[config.mk]
export PLATFORM = sky130hd
export DESIGN_NAME = linescan_camera_readout_sequencer_flat
export DESIGN_NICKNAME = d
export VERILOG_FILES = /design/src/hw/rtl/lcrs_pkg.sv /design/src/hw/rtl/lcrs_if.sv /design/src/hw/rtl/lcrs_ram.sv /design/src/hw/rtl/linescan_camera_readout_sequencer.sv /design/src/flat_wrapper.sv
export SDC_FILE = /design/constraint.sdc
export NUM_CORES = 2
export LEC_CHECK = 0
export ABC_CLOCK_PERIOD_IN_PS = 3100
export BUFFER_PORTS_ARGS = -buffer_cell sky130_fd_sc_hd__buf_2
export CAP_MARGIN = 20
export CORE_UTILIZATION = 46
export DETAILED_ROUTE_END_ITERATION = 10
export PLACE_DENSITY = 0.59
export SLEW_MARGIN = 40
export SYNTH_ARGS = -nofsm -noshare
export SYNTH_HDL_FRONTEND = slang
export SYNTH_HIERARCHICAL = 1
export SYNTH_SLANG_ARGS = --single-unit
export TNS_END_PERCENT = 20
[constraint.sdc]
create_clock -name clk_i -period 3.1 [get_ports clk_i]
set_clock_uncertainty 0.05 [all_clocks]
set_input_delay 0.465 -clock clk_i [delete_from_list [all_inputs] [get_ports clk_i]]
set_output_delay 0.465 -clock clk_i [all_outputs]
set_load 0.05 [all_outputs]
[src/hw/rtl/lcrs_pkg.sv]
// Shared types and constants of the line-scan camera readout sequencer.
package lcrs_pkg;

  // Default sizes of the pixel store.
  localparam int unsigned PixelsDef     = 128;
  localparam int unsigned SampleBitsDef = 12;

  // Fixed widths of the word fields.
  localparam int unsigned FuncW  = 2;
  localparam int unsigned AdcW   = 12;
  localparam int unsigned IdxW   = 7;
  localparam int unsigned ChanW  = 3;
  localparam int unsigned LevelW = 12;

  typedef enum logic [FuncW-1:0] {
    FN_START = 2'd0,
    FN_DONE  = 2'd1,
    FN_READ  = 2'd2,
    FN_APPLY = 2'd3
  } func_e;

  typedef enum logic [2:0] {
    PH_IDLE = 3'd0,
    PH_SCAN = 3'd1,
    PH_POT0 = 3'd2,
    PH_POT1 = 3'd3,
    PH_BATT = 3'd4
  } phase_e;

  typedef enum logic [ChanW-1:0] {
    CH_NONE = 3'd0,
    CH_CAM  = 3'd1,
    CH_POT0 = 3'd2,
    CH_POT1 = 3'd3,
    CH_BATT = 3'd4
  } chan_e;

  // Result word without the pixel, which arrives later from the store's registered read.
  typedef struct packed {
    chan_e             next_channel;
    logic              si_pulse;
    logic              clock_pulse;
    logic              buffers_swapped;
    logic              swap_deferred;
    logic [LevelW-1:0] pot0_level;
    logic [LevelW-1:0] pot1_level;
    logic [LevelW-1:0] battery_level;
    logic              battery_updated;
  } ctl_res_t;

endpackage

[src/hw/rtl/lcrs_if.sv]
// Valid/ready channel interfaces for the request and result words.
interface lcrs_in_if;
  import lcrs_pkg::*;

  logic              valid;
  logic              ready;
  logic [FuncW-1:0]  func;
  logic [AdcW-1:0]   adc_value;
  logic              calc_busy;
  logic [IdxW-1:0]   pixel_index;

  modport source (output valid, func, adc_value, calc_busy, pixel_index, input ready);
  modport sink   (input valid, func, adc_value, calc_busy, pixel_index, output ready);
endinterface

interface lcrs_out_if;
  import lcrs_pkg::*;

  logic              valid;
  logic              ready;
  logic [ChanW-1:0]  next_channel;
  logic              si_pulse;
  logic              clock_pulse;
  logic              buffers_swapped;
  logic              swap_deferred;
  logic [LevelW-1:0] pixel_data;
  logic [LevelW-1:0] pot0_level;
  logic [LevelW-1:0] pot1_level;
  logic [LevelW-1:0] battery_level;
  logic              battery_updated;

  modport source (
    output valid, next_channel, si_pulse, clock_pulse, buffers_swapped, swap_deferred,
           pixel_data, pot0_level, pot1_level, battery_level, battery_updated,
    input  ready
  );
  modport sink (
    input  valid, next_channel, si_pulse, clock_pulse, buffers_swapped, swap_deferred,
           pixel_data, pot0_level, pot1_level, battery_level, battery_updated,
    output ready
  );
endinterface

[src/hw/rtl/lcrs_ram.sv]
// Generic single-write, single-read RAM with registered read data.
module lcrs_ram #(
  parameter int unsigned Width = 12,
  parameter int unsigned Depth = 256
) (
  input  logic                     clk_i,
  input  logic                     we_i,
  input  logic [$clog2(Depth)-1:0] waddr_i,
  input  logic [Width-1:0]         wdata_i,
  input  logic                     re_i,
  input  logic [$clog2(Depth)-1:0] raddr_i,
  output logic [Width-1:0]         rdata_o
);

  logic [Width-1:0] mem_q [Depth];
  logic [Width-1:0] rdata_q;

  always_ff @(posedge clk_i) begin
    if (we_i) begin
      mem_q[waddr_i] <= wdata_i;
    end
  end

  // Hold the last read word while no read is issued.
  always_ff @(posedge clk_i) begin
    if (re_i) begin
      rdata_q <= mem_q[raddr_i];
    end
  end

  assign rdata_o = rdata_q;

endmodule

[src/hw/rtl/linescan_camera_readout_sequencer.sv]
// Top level of the line-scan camera readout sequencer with ping-pong pixel store.
// Pipeline: a word passes stage one (which covers the store's registered read) and then the
//   result register before its result is offered.
// Throughput: one word per cycle while the sink takes results; the store has one write and
//   one read port, and each word uses at most one of them.
// Reset: rst_ni clears the phase, pixel count, halves, pending swap and levels at once;
//   the pixel store is not cleared, so a half reads as garbage until it is filled.
module linescan_camera_readout_sequencer #(
  parameter int unsigned PIXELS      = lcrs_pkg::PixelsDef,
  parameter int unsigned SAMPLE_BITS = lcrs_pkg::SampleBitsDef
) (
  input  logic        clk_i,
  input  logic        rst_ni,
  lcrs_in_if.sink     in_i,
  lcrs_out_if.source  out_o
);

  import lcrs_pkg::*;

  // Store holds two halves of PIXELS samples each; the count runs up to PIXELS.
  localparam int unsigned Depth = 2 * PIXELS;
  localparam int unsigned AW    = $clog2(Depth);
  localparam int unsigned CW    = $clog2(PIXELS + 1);
  localparam logic [CW-1:0] PixCount = CW'(PIXELS);
  localparam logic [AW-1:0] HalfBase = AW'(PIXELS);

  // ---------------------------------------------------------------------------
  // Control state
  // ---------------------------------------------------------------------------
  phase_e            phase_q, phase_d;
  logic [CW-1:0]     count_q, count_d;
  logic              write_half_q, write_half_d;
  logic              pending_q, pending_d;
  logic [LevelW-1:0] pot0_q, pot0_d;
  logic [LevelW-1:0] pot1_q, pot1_d;
  logic [LevelW-1:0] batt_q, batt_d;

  // Stage one: result word waiting for the store's read data.
  logic     s1_valid_q, s1_valid_d;
  ctl_res_t s1_q;
  logic     s1_rd_q;
  logic     s1_adv;

  // Output register.
  logic              out_valid_q;
  ctl_res_t          out_q;
  logic [LevelW-1:0] out_pix_q;

  // Store port signals.
  logic                   ram_we;
  logic [AW-1:0]          ram_waddr;
  logic [SAMPLE_BITS-1:0] ram_wdata;
  logic                   ram_re;
  logic [AW-1:0]          ram_raddr;
  logic [SAMPLE_BITS-1:0] ram_rdata;

  logic                   in_acc;
  logic [SAMPLE_BITS-1:0] sample;
  logic                   idx_ok;
  ctl_res_t               res;

  // Stage one advances whenever the output register is free or drains this cycle;
  // a new word enters whenever stage one is empty or advances.
  assign s1_adv     = s1_valid_q && (!out_valid_q || out_o.ready);
  assign in_i.ready = !s1_valid_q || s1_adv;
  assign in_acc     = in_i.valid && in_i.ready;

  // Keep only the converter bits the store is sized for.
  assign sample = SAMPLE_BITS'(in_i.adc_value);
  assign idx_ok = 32'(in_i.pixel_index) < PIXELS;

  // ---------------------------------------------------------------------------
  // Sequencer: next state and the control part of the result word.
  // The store write goes to the write half, reads to the other half. A read of a
  // half can only follow its last write by two or more words (the extra-sample
  // word sits between them), and the write lands before any later read is
  // issued, so no forwarding path is needed.
  // ---------------------------------------------------------------------------
  always_comb begin
    phase_d      = phase_q;
    count_d      = count_q;
    write_half_d = write_half_q;
    pending_d    = pending_q;
    pot0_d       = pot0_q;
    pot1_d       = pot1_q;
    batt_d       = batt_q;
    ram_we       = 1'b0;
    ram_waddr    = write_half_q ? HalfBase + AW'(count_q) : AW'(count_q);
    ram_wdata    = sample;
    ram_re       = 1'b0;
    ram_raddr    = write_half_q ? AW'(in_i.pixel_index) : HalfBase + AW'(in_i.pixel_index);
    res          = '0;
    res.next_channel = CH_NONE;

    if (in_acc) begin
      unique case (func_e'(in_i.func))
        FN_START: begin
          // Restart the line from pixel zero; keep any pending swap.
          res.si_pulse     = 1'b1;
          res.clock_pulse  = 1'b1;
          res.next_channel = CH_CAM;
          count_d          = '0;
          phase_d          = PH_SCAN;
        end
        FN_DONE: begin
          unique case (phase_q)
            PH_SCAN: begin
              res.clock_pulse = 1'b1;
              if (count_q < PixCount) begin
                ram_we           = 1'b1;
                count_d          = count_q + 1'b1;
                res.next_channel = CH_CAM;
              end else begin
                // Drop the extra sample, then swap or defer while processing is busy.
                phase_d          = PH_POT0;
                res.next_channel = CH_POT0;
                if (!in_i.calc_busy) begin
                  write_half_d        = !write_half_q;
                  res.buffers_swapped = 1'b1;
                end else begin
                  pending_d = 1'b1;
                end
              end
            end
            PH_POT0: begin
              pot0_d           = LevelW'(sample);
              phase_d          = PH_POT1;
              res.next_channel = CH_POT1;
            end
            PH_POT1: begin
              pot1_d           = LevelW'(sample);
              phase_d          = PH_BATT;
              res.next_channel = CH_BATT;
            end
            PH_BATT: begin
              batt_d              = LevelW'(sample);
              res.battery_updated = 1'b1;
              phase_d             = PH_IDLE;
            end
            default: begin
              phase_d = PH_IDLE;
            end
          endcase
        end
        FN_READ: begin
          ram_re = idx_ok;
        end
        FN_APPLY: begin
          if (pending_q) begin
            write_half_d        = !write_half_q;
            pending_d           = 1'b0;
            res.buffers_swapped = 1'b1;
          end
        end
        default: begin
        end
      endcase
    end

    res.swap_deferred = pending_d;
    res.pot0_level    = pot0_d;
    res.pot1_level    = pot1_d;
    res.battery_level = batt_d;
  end

  always_ff @(posedge clk_i or negedge rst_ni) begin
    if (!rst_ni) begin
      phase_q      <= PH_IDLE;
      count_q      <= '0;
      write_half_q <= 1'b0;
      pending_q    <= 1'b0;
      pot0_q       <= '0;
      pot1_q       <= '0;
      batt_q       <= '0;
    end else begin
      phase_q      <= phase_d;
      count_q      <= count_d;
      write_half_q <= write_half_d;
      pending_q    <= pending_d;
      pot0_q       <= pot0_d;
      pot1_q       <= pot1_d;
      batt_q       <= batt_d;
    end
  end

  // ---------------------------------------------------------------------------
  // Pixel store
  // ---------------------------------------------------------------------------
  lcrs_ram #(
    .Width (SAMPLE_BITS),
    .Depth (Depth)
  ) u_store (
    .clk_i   (clk_i),
    .we_i    (ram_we),
    .waddr_i (ram_waddr),
    .wdata_i (ram_wdata),
    .re_i    (ram_re),
    .raddr_i (ram_raddr),
    .rdata_o (ram_rdata)
  );

  // ---------------------------------------------------------------------------
  // Stage one and output register
  // ---------------------------------------------------------------------------
  always_comb begin
    s1_valid_d = s1_valid_q;
    if (in_acc) begin
      s1_valid_d = 1'b1;
    end else if (s1_adv) begin
      s1_valid_d = 1'b0;
    end
  end

  always_ff @(posedge clk_i or negedge rst_ni) begin
    if (!rst_ni) begin
      s1_valid_q  <= 1'b0;
      out_valid_q <= 1'b0;
    end else begin
      s1_valid_q <= s1_valid_d;
      if (s1_adv) begin
        out_valid_q <= 1'b1;
      end else if (out_o.ready) begin
        out_valid_q <= 1'b0;
      end
    end
  end

  // Payload registers: hold while stalled.
  always_ff @(posedge clk_i) begin
    if (in_acc) begin
      s1_q    <= res;
      s1_rd_q <= ram_re;
    end
    if (s1_adv) begin
      out_q     <= s1_q;
      out_pix_q <= s1_rd_q ? LevelW'(ram_rdata) : '0;
    end
  end

  assign out_o.valid           = out_valid_q;
  assign out_o.next_channel    = out_q.next_channel;
  assign out_o.si_pulse        = out_q.si_pulse;
  assign out_o.clock_pulse     = out_q.clock_pulse;
  assign out_o.buffers_swapped = out_q.buffers_swapped;
  assign out_o.swap_deferred   = out_q.swap_deferred;
  assign out_o.pixel_data      = out_pix_q;
  assign out_o.pot0_level      = out_q.pot0_level;
  assign out_o.pot1_level      = out_q.pot1_level;
  assign out_o.battery_level   = out_q.battery_level;
  assign out_o.battery_updated = out_q.battery_updated;

`ifndef NO_ASSERTIONS
  // Store read data must hold while its word waits in stage one.
  a_rdata_hold: assert property (@(posedge clk_i) disable iff (!rst_ni)
    s1_valid_q && !s1_adv |=> $stable(ram_rdata))
    else $error("store read data changed under a stalled word");

  // Writes stay in the write half.
  a_write_half: assert property (@(posedge clk_i) disable iff (!rst_ni)
    ram_we |-> ((ram_waddr >= HalfBase) == write_half_q))
    else $error("pixel write outside the write half");

  // Reads stay in the read half.
  a_read_half: assert property (@(posedge clk_i) disable iff (!rst_ni)
    ram_re |-> ((ram_raddr >= HalfBase) != write_half_q))
    else $error("pixel read outside the read half");

  // A swap becomes pending only on the extra-sample word while processing is busy.
  a_pending_set: assert property (@(posedge clk_i) disable iff (!rst_ni)
    $rose(pending_q) |-> $past(in_acc && in_i.func == FN_DONE && phase_q == PH_SCAN
                               && in_i.calc_busy))
    else $error("swap deferred without a busy end of line");

  // Stage one never accepts a word over an unread one.
  a_no_overrun: assert property (@(posedge clk_i) disable iff (!rst_ni)
    in_acc |-> (!s1_valid_q || s1_adv))
    else $error("stage one overwritten");
`endif

endmodule

[src/flat_wrapper.sv]
// flat-port wrapper written by rule: the top's interface ports become plain ports
module linescan_camera_readout_sequencer_flat import lcrs_pkg::*;
#(
  parameter int unsigned PIXELS      = lcrs_pkg::PixelsDef,
  parameter int unsigned SAMPLE_BITS = lcrs_pkg::SampleBitsDef
)
  (clk_i, rst_ni, in_i_valid, in_i_func, in_i_adc_value, in_i_calc_busy, in_i_pixel_index, in_i_ready, out_o_valid, out_o_next_channel, out_o_si_pulse, out_o_clock_pulse, out_o_buffers_swapped, out_o_swap_deferred, out_o_pixel_data, out_o_pot0_level, out_o_pot1_level, out_o_battery_level, out_o_battery_updated, out_o_ready);
  lcrs_in_if in_i_i ();
  lcrs_out_if out_o_i ();
  input  logic clk_i;
  input  logic rst_ni;
  input wire logic [$bits(in_i_i.valid)-1:0] in_i_valid;
  input wire logic [$bits(in_i_i.func)-1:0] in_i_func;
  input wire logic [$bits(in_i_i.adc_value)-1:0] in_i_adc_value;
  input wire logic [$bits(in_i_i.calc_busy)-1:0] in_i_calc_busy;
  input wire logic [$bits(in_i_i.pixel_index)-1:0] in_i_pixel_index;
  output wire logic [$bits(in_i_i.ready)-1:0] in_i_ready;
  output wire logic [$bits(out_o_i.valid)-1:0] out_o_valid;
  output wire logic [$bits(out_o_i.next_channel)-1:0] out_o_next_channel;
  output wire logic [$bits(out_o_i.si_pulse)-1:0] out_o_si_pulse;
  output wire logic [$bits(out_o_i.clock_pulse)-1:0] out_o_clock_pulse;
  output wire logic [$bits(out_o_i.buffers_swapped)-1:0] out_o_buffers_swapped;
  output wire logic [$bits(out_o_i.swap_deferred)-1:0] out_o_swap_deferred;
  output wire logic [$bits(out_o_i.pixel_data)-1:0] out_o_pixel_data;
  output wire logic [$bits(out_o_i.pot0_level)-1:0] out_o_pot0_level;
  output wire logic [$bits(out_o_i.pot1_level)-1:0] out_o_pot1_level;
  output wire logic [$bits(out_o_i.battery_level)-1:0] out_o_battery_level;
  output wire logic [$bits(out_o_i.battery_updated)-1:0] out_o_battery_updated;
  input wire logic [$bits(out_o_i.ready)-1:0] out_o_ready;
  assign in_i_i.valid = in_i_valid;
  assign in_i_i.func = in_i_func;
  assign in_i_i.adc_value = in_i_adc_value;
  assign in_i_i.calc_busy = in_i_calc_busy;
  assign in_i_i.pixel_index = in_i_pixel_index;
  assign in_i_ready = in_i_i.ready;
  assign out_o_valid = out_o_i.valid;
  assign out_o_next_channel = out_o_i.next_channel;
  assign out_o_si_pulse = out_o_i.si_pulse;
  assign out_o_clock_pulse = out_o_i.clock_pulse;
  assign out_o_buffers_swapped = out_o_i.buffers_swapped;
  assign out_o_swap_deferred = out_o_i.swap_deferred;
  assign out_o_pixel_data = out_o_i.pixel_data;
  assign out_o_pot0_level = out_o_i.pot0_level;
  assign out_o_pot1_level = out_o_i.pot1_level;
  assign out_o_battery_level = out_o_i.battery_level;
  assign out_o_battery_updated = out_o_i.battery_updated;
  assign out_o_i.ready = out_o_ready;
  linescan_camera_readout_sequencer #(.PIXELS(PIXELS), .SAMPLE_BITS(SAMPLE_BITS)) u_core (.clk_i(clk_i), .rst_ni(rst_ni), .in_i(in_i_i), .out_o(out_o_i));
endmodule
==> metrics list <==
- The startpoint identified for the worst register-to-register timing path is u_core/write_half_q.
- Entering global routing, the biggest net connects ~110 pins.
- Vias: 64300
- In this run switching power makes up 22.6% of total power.
- In this run, synthesis produced a sequential element count of between 3000 and 4000.
- Wire length after detailed routing: roughly 340000 um
- Global routing used roughly a quarter of the available tracks.
- Routability cong.: roughly 0.86
- Mapped cell area: approximately 120000 um^2
- Of the cells placed in the final design, the portion with a size suffix greater than 1 is between 30% and 40%.
* Horizontal extent of the die: 522 um
* Crit start category: register
- Starting utilization of the core area: between 40% and 50%
* Net count after synthesis: between 5000 and 6000
* Average wire per standard cell: around 32 um
- Number of global-route vias before repair: around 64000
* Number of flip-flops under the largest register name: between 3000 and 4000
- The die is roughly 520 um tall.
- Measured against its own limit, the worst slew margin works out to approximately two fifths.
- Slew Limit Fails: 0
- Area fraction of the dominant cell type after synthesis: 77.0%
- Finish-stage setup viols: 0
* WP buf/inv: 3
- Origin of the worst setup path: u_core/write_half_q
* Sort of element at the end of the critical path: register
- Post-route fraction of the period consumed by the critical path: 97.9%
- The cell count after synthesis came out at 5809.
- Internal power comes to 73.7 mW.
* I/O pin count: 84
- Setup repair after global routing left no endpoint under its margin.
* Worst slew pin tran: around 0.89 ns
- For this run, the top clock speed supported by timing is around 330 MHz.
* Final antenna-violating net count: 0
* Top_reg_cell synth: sky130_fd_sc_hd__edfxtp_1
- Once routing completed, OpenROAD measured the worst setup slack at 0.0654 ns.
- The design draws between 90 and 100 mW.
* Overflow after GRT: 0
* Fin util: between 50% and 60%
- Leading cell types by total area after synthesis: sky130_fd_sc_hd__edfxtp_1 (77%), sky130_fd_sc_hd__mux4_2 (12%), sky130_fd_sc_hd__mux2i_1 (1.8%)
- Pwr dens: 643 nW/um^2
- Counting stages on the worst path, the most repeated cell is sky130_fd_sc_hd__buf_4.
* Net switching power: 21.5 mW
* TritonCTS sink count: between 3000 and 4000
- Registers with the highest flip-flop counts: u_core/u_store/mem_q x3072, u_core/s1_q x44
- The synthesized netlist contains 80 unique library cells.
- Async set-reset flop share out of synthesis: between 1.5 and 2%
- Class of the worst hold path: input pin to register
- Dpl hpwl: about 220000 um
- The worst-case IR drop observed on VDD is roughly 0.55 mV.
- Sequential cell fraction of total power: 51.2%
- Count of buffers from port buffering: between 80 and 90
* Site row count: 190
* Share of total power in combinational logic: roughly 7.9%
- Of all nets on the critical path, the largest fanout is 13.
* First-pass GRT wire length: between 400000 and 500000 um
- After detailed routing, the number of remaining DRC violations is 0.
* First-pass detailed-route iteration total: 5
- Nets: between 6000 and 7000
- Routed vias/inst: 6.04
- Largest stage delay on the critical path: ~0.56 ns
- Clk pin slew, worst setup/hold paths: ~0.06 ns
- Synthesis-to-layout area growth: 19.0%
* H-Tree Depth: 5
* Maximum clock path buffer count: 4
* CTS Buf Count: approximately 350
- After layout, the minimum clock period comes to 3.03 ns.
- Clock latency reported for the late side of the worst-skew pair: about 0.98 ns
- Syn avg cell area: about 21 um^2
- Fillers: between 20000 and 25000
- The Yosys step of the flow raised 6 warnings.
* Status: finished, final reports clean
- Relative contribution of the clock network to total power: between 40% and 50%
- WP data required: around 3.8 ns
- Crit path arrival time: around 3.7 ns
* Post-synth top area cell: sky130_fd_sc_hd__edfxtp_1
* Beginning of the worst hold path: out_o_ready
- The initial antenna violation count was 15.
* Core outline area: around 270000 um^2
- The die covers approximately 270000 um^2.
- Number of synthesized flops with an enable pin: 3185
* Cell family with most CP delay: simple AND/OR/NAND/NOR gates
- Summed over all cells, the static leakage comes to roughly 48 nW.
* Pre-CTS setup slack: -0.618 ns
- The final number of hold-violating endpoints is 0.
* Root Driver: sky130_fd_sc_hd__clkbuf_16
* Library cell contributing the largest single delay on the critical path: sky130_fd_sc_hd__nor4_1
- Clock tree from TritonCTS: done
- Post-synthesis sequential area ratio: between 70 and 80%
* Number of design-rule violations left by the first detailed-router iteration: just over 7000
* Crit path cell chain: inv_4, buf_4, nor2b_1, and2_1, a31oi_1, nor4_1, buf_4, nor3_1
* Largest reg by FF count: u_core/u_store/mem_q
* Crit Path Class: register to register
* MaxCap Viol Count: 0
-- layer usage --
layer / vias up / wire length (um) / GRT usage (%)
li1: 26500 / - / -
met3: 497 / 26800 / 4.25
met2: 2763 / 164000 / 40.2
met4: 0 / 9440 / 7.09
met5: - / 0 / 0
met1: 34500 / 136000 / 34.7
-- cell usage after synthesis, types with 8 or more instances --
master                     count
sky130_fd_sc_hd__nand4_1      15
sky130_fd_sc_hd__nand2_1      59
sky130_fd_sc_hd__buf_6        40
sky130_fd_sc_hd__a22o_1       23
sky130_fd_sc_hd__nor4_1       35
sky130_fd_sc_hd__buf_1        15
sky130_fd_sc_hd__buf_2        75
sky130_fd_sc_hd__mux2_4       10
sky130_fd_sc_hd__o221ai_1     53
sky130_fd_sc_hd__nand3_1      37
sky130_fd_sc_hd__nand2b_1     15
sky130_fd_sc_hd__mux2_2       35
sky130_fd_sc_hd__mux4_2      636
sky130_fd_sc_hd__and3b_1       8
sky130_fd_sc_hd__nor2_1      306
sky130_fd_sc_hd__and3_1        8
sky130_fd_sc_hd__buf_12       16
sky130_fd_sc_hd__a221oi_1     19
sky130_fd_sc_hd__o32ai_1      11
sky130_fd_sc_hd__a21oi_1     126
sky130_fd_sc_hd__buf_8        14
sky130_fd_sc_hd__a31oi_1      17
sky130_fd_sc_hd__a22oi_1     216
sky130_fd_sc_hd__buf_4        33
sky130_fd_sc_hd__o22ai_1      88
sky130_fd_sc_hd__o21ai_0      37
sky130_fd_sc_hd__a211oi_1     20
sky130_fd_sc_hd__dfrtp_1      51
sky130_fd_sc_hd__mux2i_1     223
sky130_fd_sc_hd__clkbuf_1    157
sky130_fd_sc_hd__mux2_1       28
sky130_fd_sc_hd__edfxtp_1   3185
sky130_fd_sc_hd__nor3_1       37
sky130_fd_sc_hd__and2_1       18
sky130_fd_sc_hd__nor2b_1      42
-- timing repair --
action / CTS / global route
setup buffers: 0 / 0
hold buffers: 21 / 1
hold endpoints to repair: 447 / 34
resized for setup: 3 / 0
endpoints found under the setup margin: 5 / 1
pin swaps: 0 / 1
-- cells in the final DEF (no fill, tap or decap), drive strengths merged, types with 11 or more instances in the layout --
cell	synthesis	layout
nand4	16	16
o221ai	55	55
dfrtp	51	51
a211oi	20	20
nor3	38	38
clkinv	1	129
and2	18	18
clkbuf	157	435
mux2i	223	223
mux4	636	636
o32ai	11	11
a221oi	20	20
a31oi	17	17
mux2	73	73
buf	193	996
nor2	307	307
nor2b	42	42
nand2b	16	16
o21ai	38	38
nor4	38	38
dlygate4sd3	0	21
a22o	23	23
edfxtp	3185	3185
inv	5	13
o22ai	88	88
nand3	37	37
nand2	61	61
a21oi	126	126
a22oi	216	216
bufinv	0	21
-- final timing paths --
kind / endpoint / slack, ns / cells after the start
worst max-delay path: u_core/u_store/rdata_o[10] / 0.07 / 8
max in group asynchronous: u_core/pot0_q[10] / 2.09 / 4
worst min-delay path: u_core/out_o.valid / 0.28 / 4
worst max register to register: u_core/u_store/rdata_o[10] / 0.07 / 8
worst min register to register: u_core/out_o.pot0_level[7] / 0.36 / 0
min in group asynchronous: u_core/out_o.valid / 0.50 / 4
-- metrics by stage --
stage | hold WS [ns] | TNS (ns) | std cells | area [um^2]
floorplan | 0.119 | -42.16 | 5809 | 125000
CTS | 0.0206 | 0 | 10600 | 148000
global route | 0.262 | 0 | 10600 | 148000
global placement | 0.353 | -8.54 | 10000 | 137000
finish | 0.276 | 0 | 10600 | 148000
detailed placement | 0.355 | -6.05 | 10000 | 137000
-- logic make-up after synthesis --
kind of cell,after synthesis,share of synthesized area (%)
and+or+nand+nor,623,2.46
xor gates and xnor gates,2,0.0141
DFF,3236,78.0
adders and majority gates,1,0.0101
buffers and inverters,356,1.83
AOI/OAI and AO/OA,659,3.70
muxes,932,14.0
-- power groups by stage --
| stage | clock network (mW) | registers, mW | logic (mW) |
|---|---|---|---|
| final | 38.9 | 48.8 | 7.50 |
| after global routing | 41.2 | 48.8 | 7.79 |
| after CTS | 39.6 | 48.8 | 7.46 |
| after detailed placement | 0 | 49.7 | 7.40 |
| after global placement | 0 | 49.7 | 7.28 |
| after floorplan | 0 | 49.8 | 3.28 |
-- worst min-delay path, stage by stage --
cell	delay, ns
sky130_fd_sc_hd__dlygate4sd3_1	0.53
sky130_fd_sc_hd__buf_2	0.10
sky130_fd_sc_hd__nand2b_1	0.12
sky130_fd_sc_hd__nand2b_1	0.06
-- area by class of cell --
class	instances	area [um^2]	share of cell area, %
Antenna cell	7	17.5	0.0118
Timing Repair Buffer	1017	10400	7.02
Clock buffer	435	9150	6.18
Clock inverter	167	1380	0.934
Tap cell	3552	4440	3.00
Multi-Input combinational cell	2217	25600	17.3
Sequential cell	3236	96900	65.5
Inverter	6	27.5	0.0186
(Power assumes the default switching activity.)
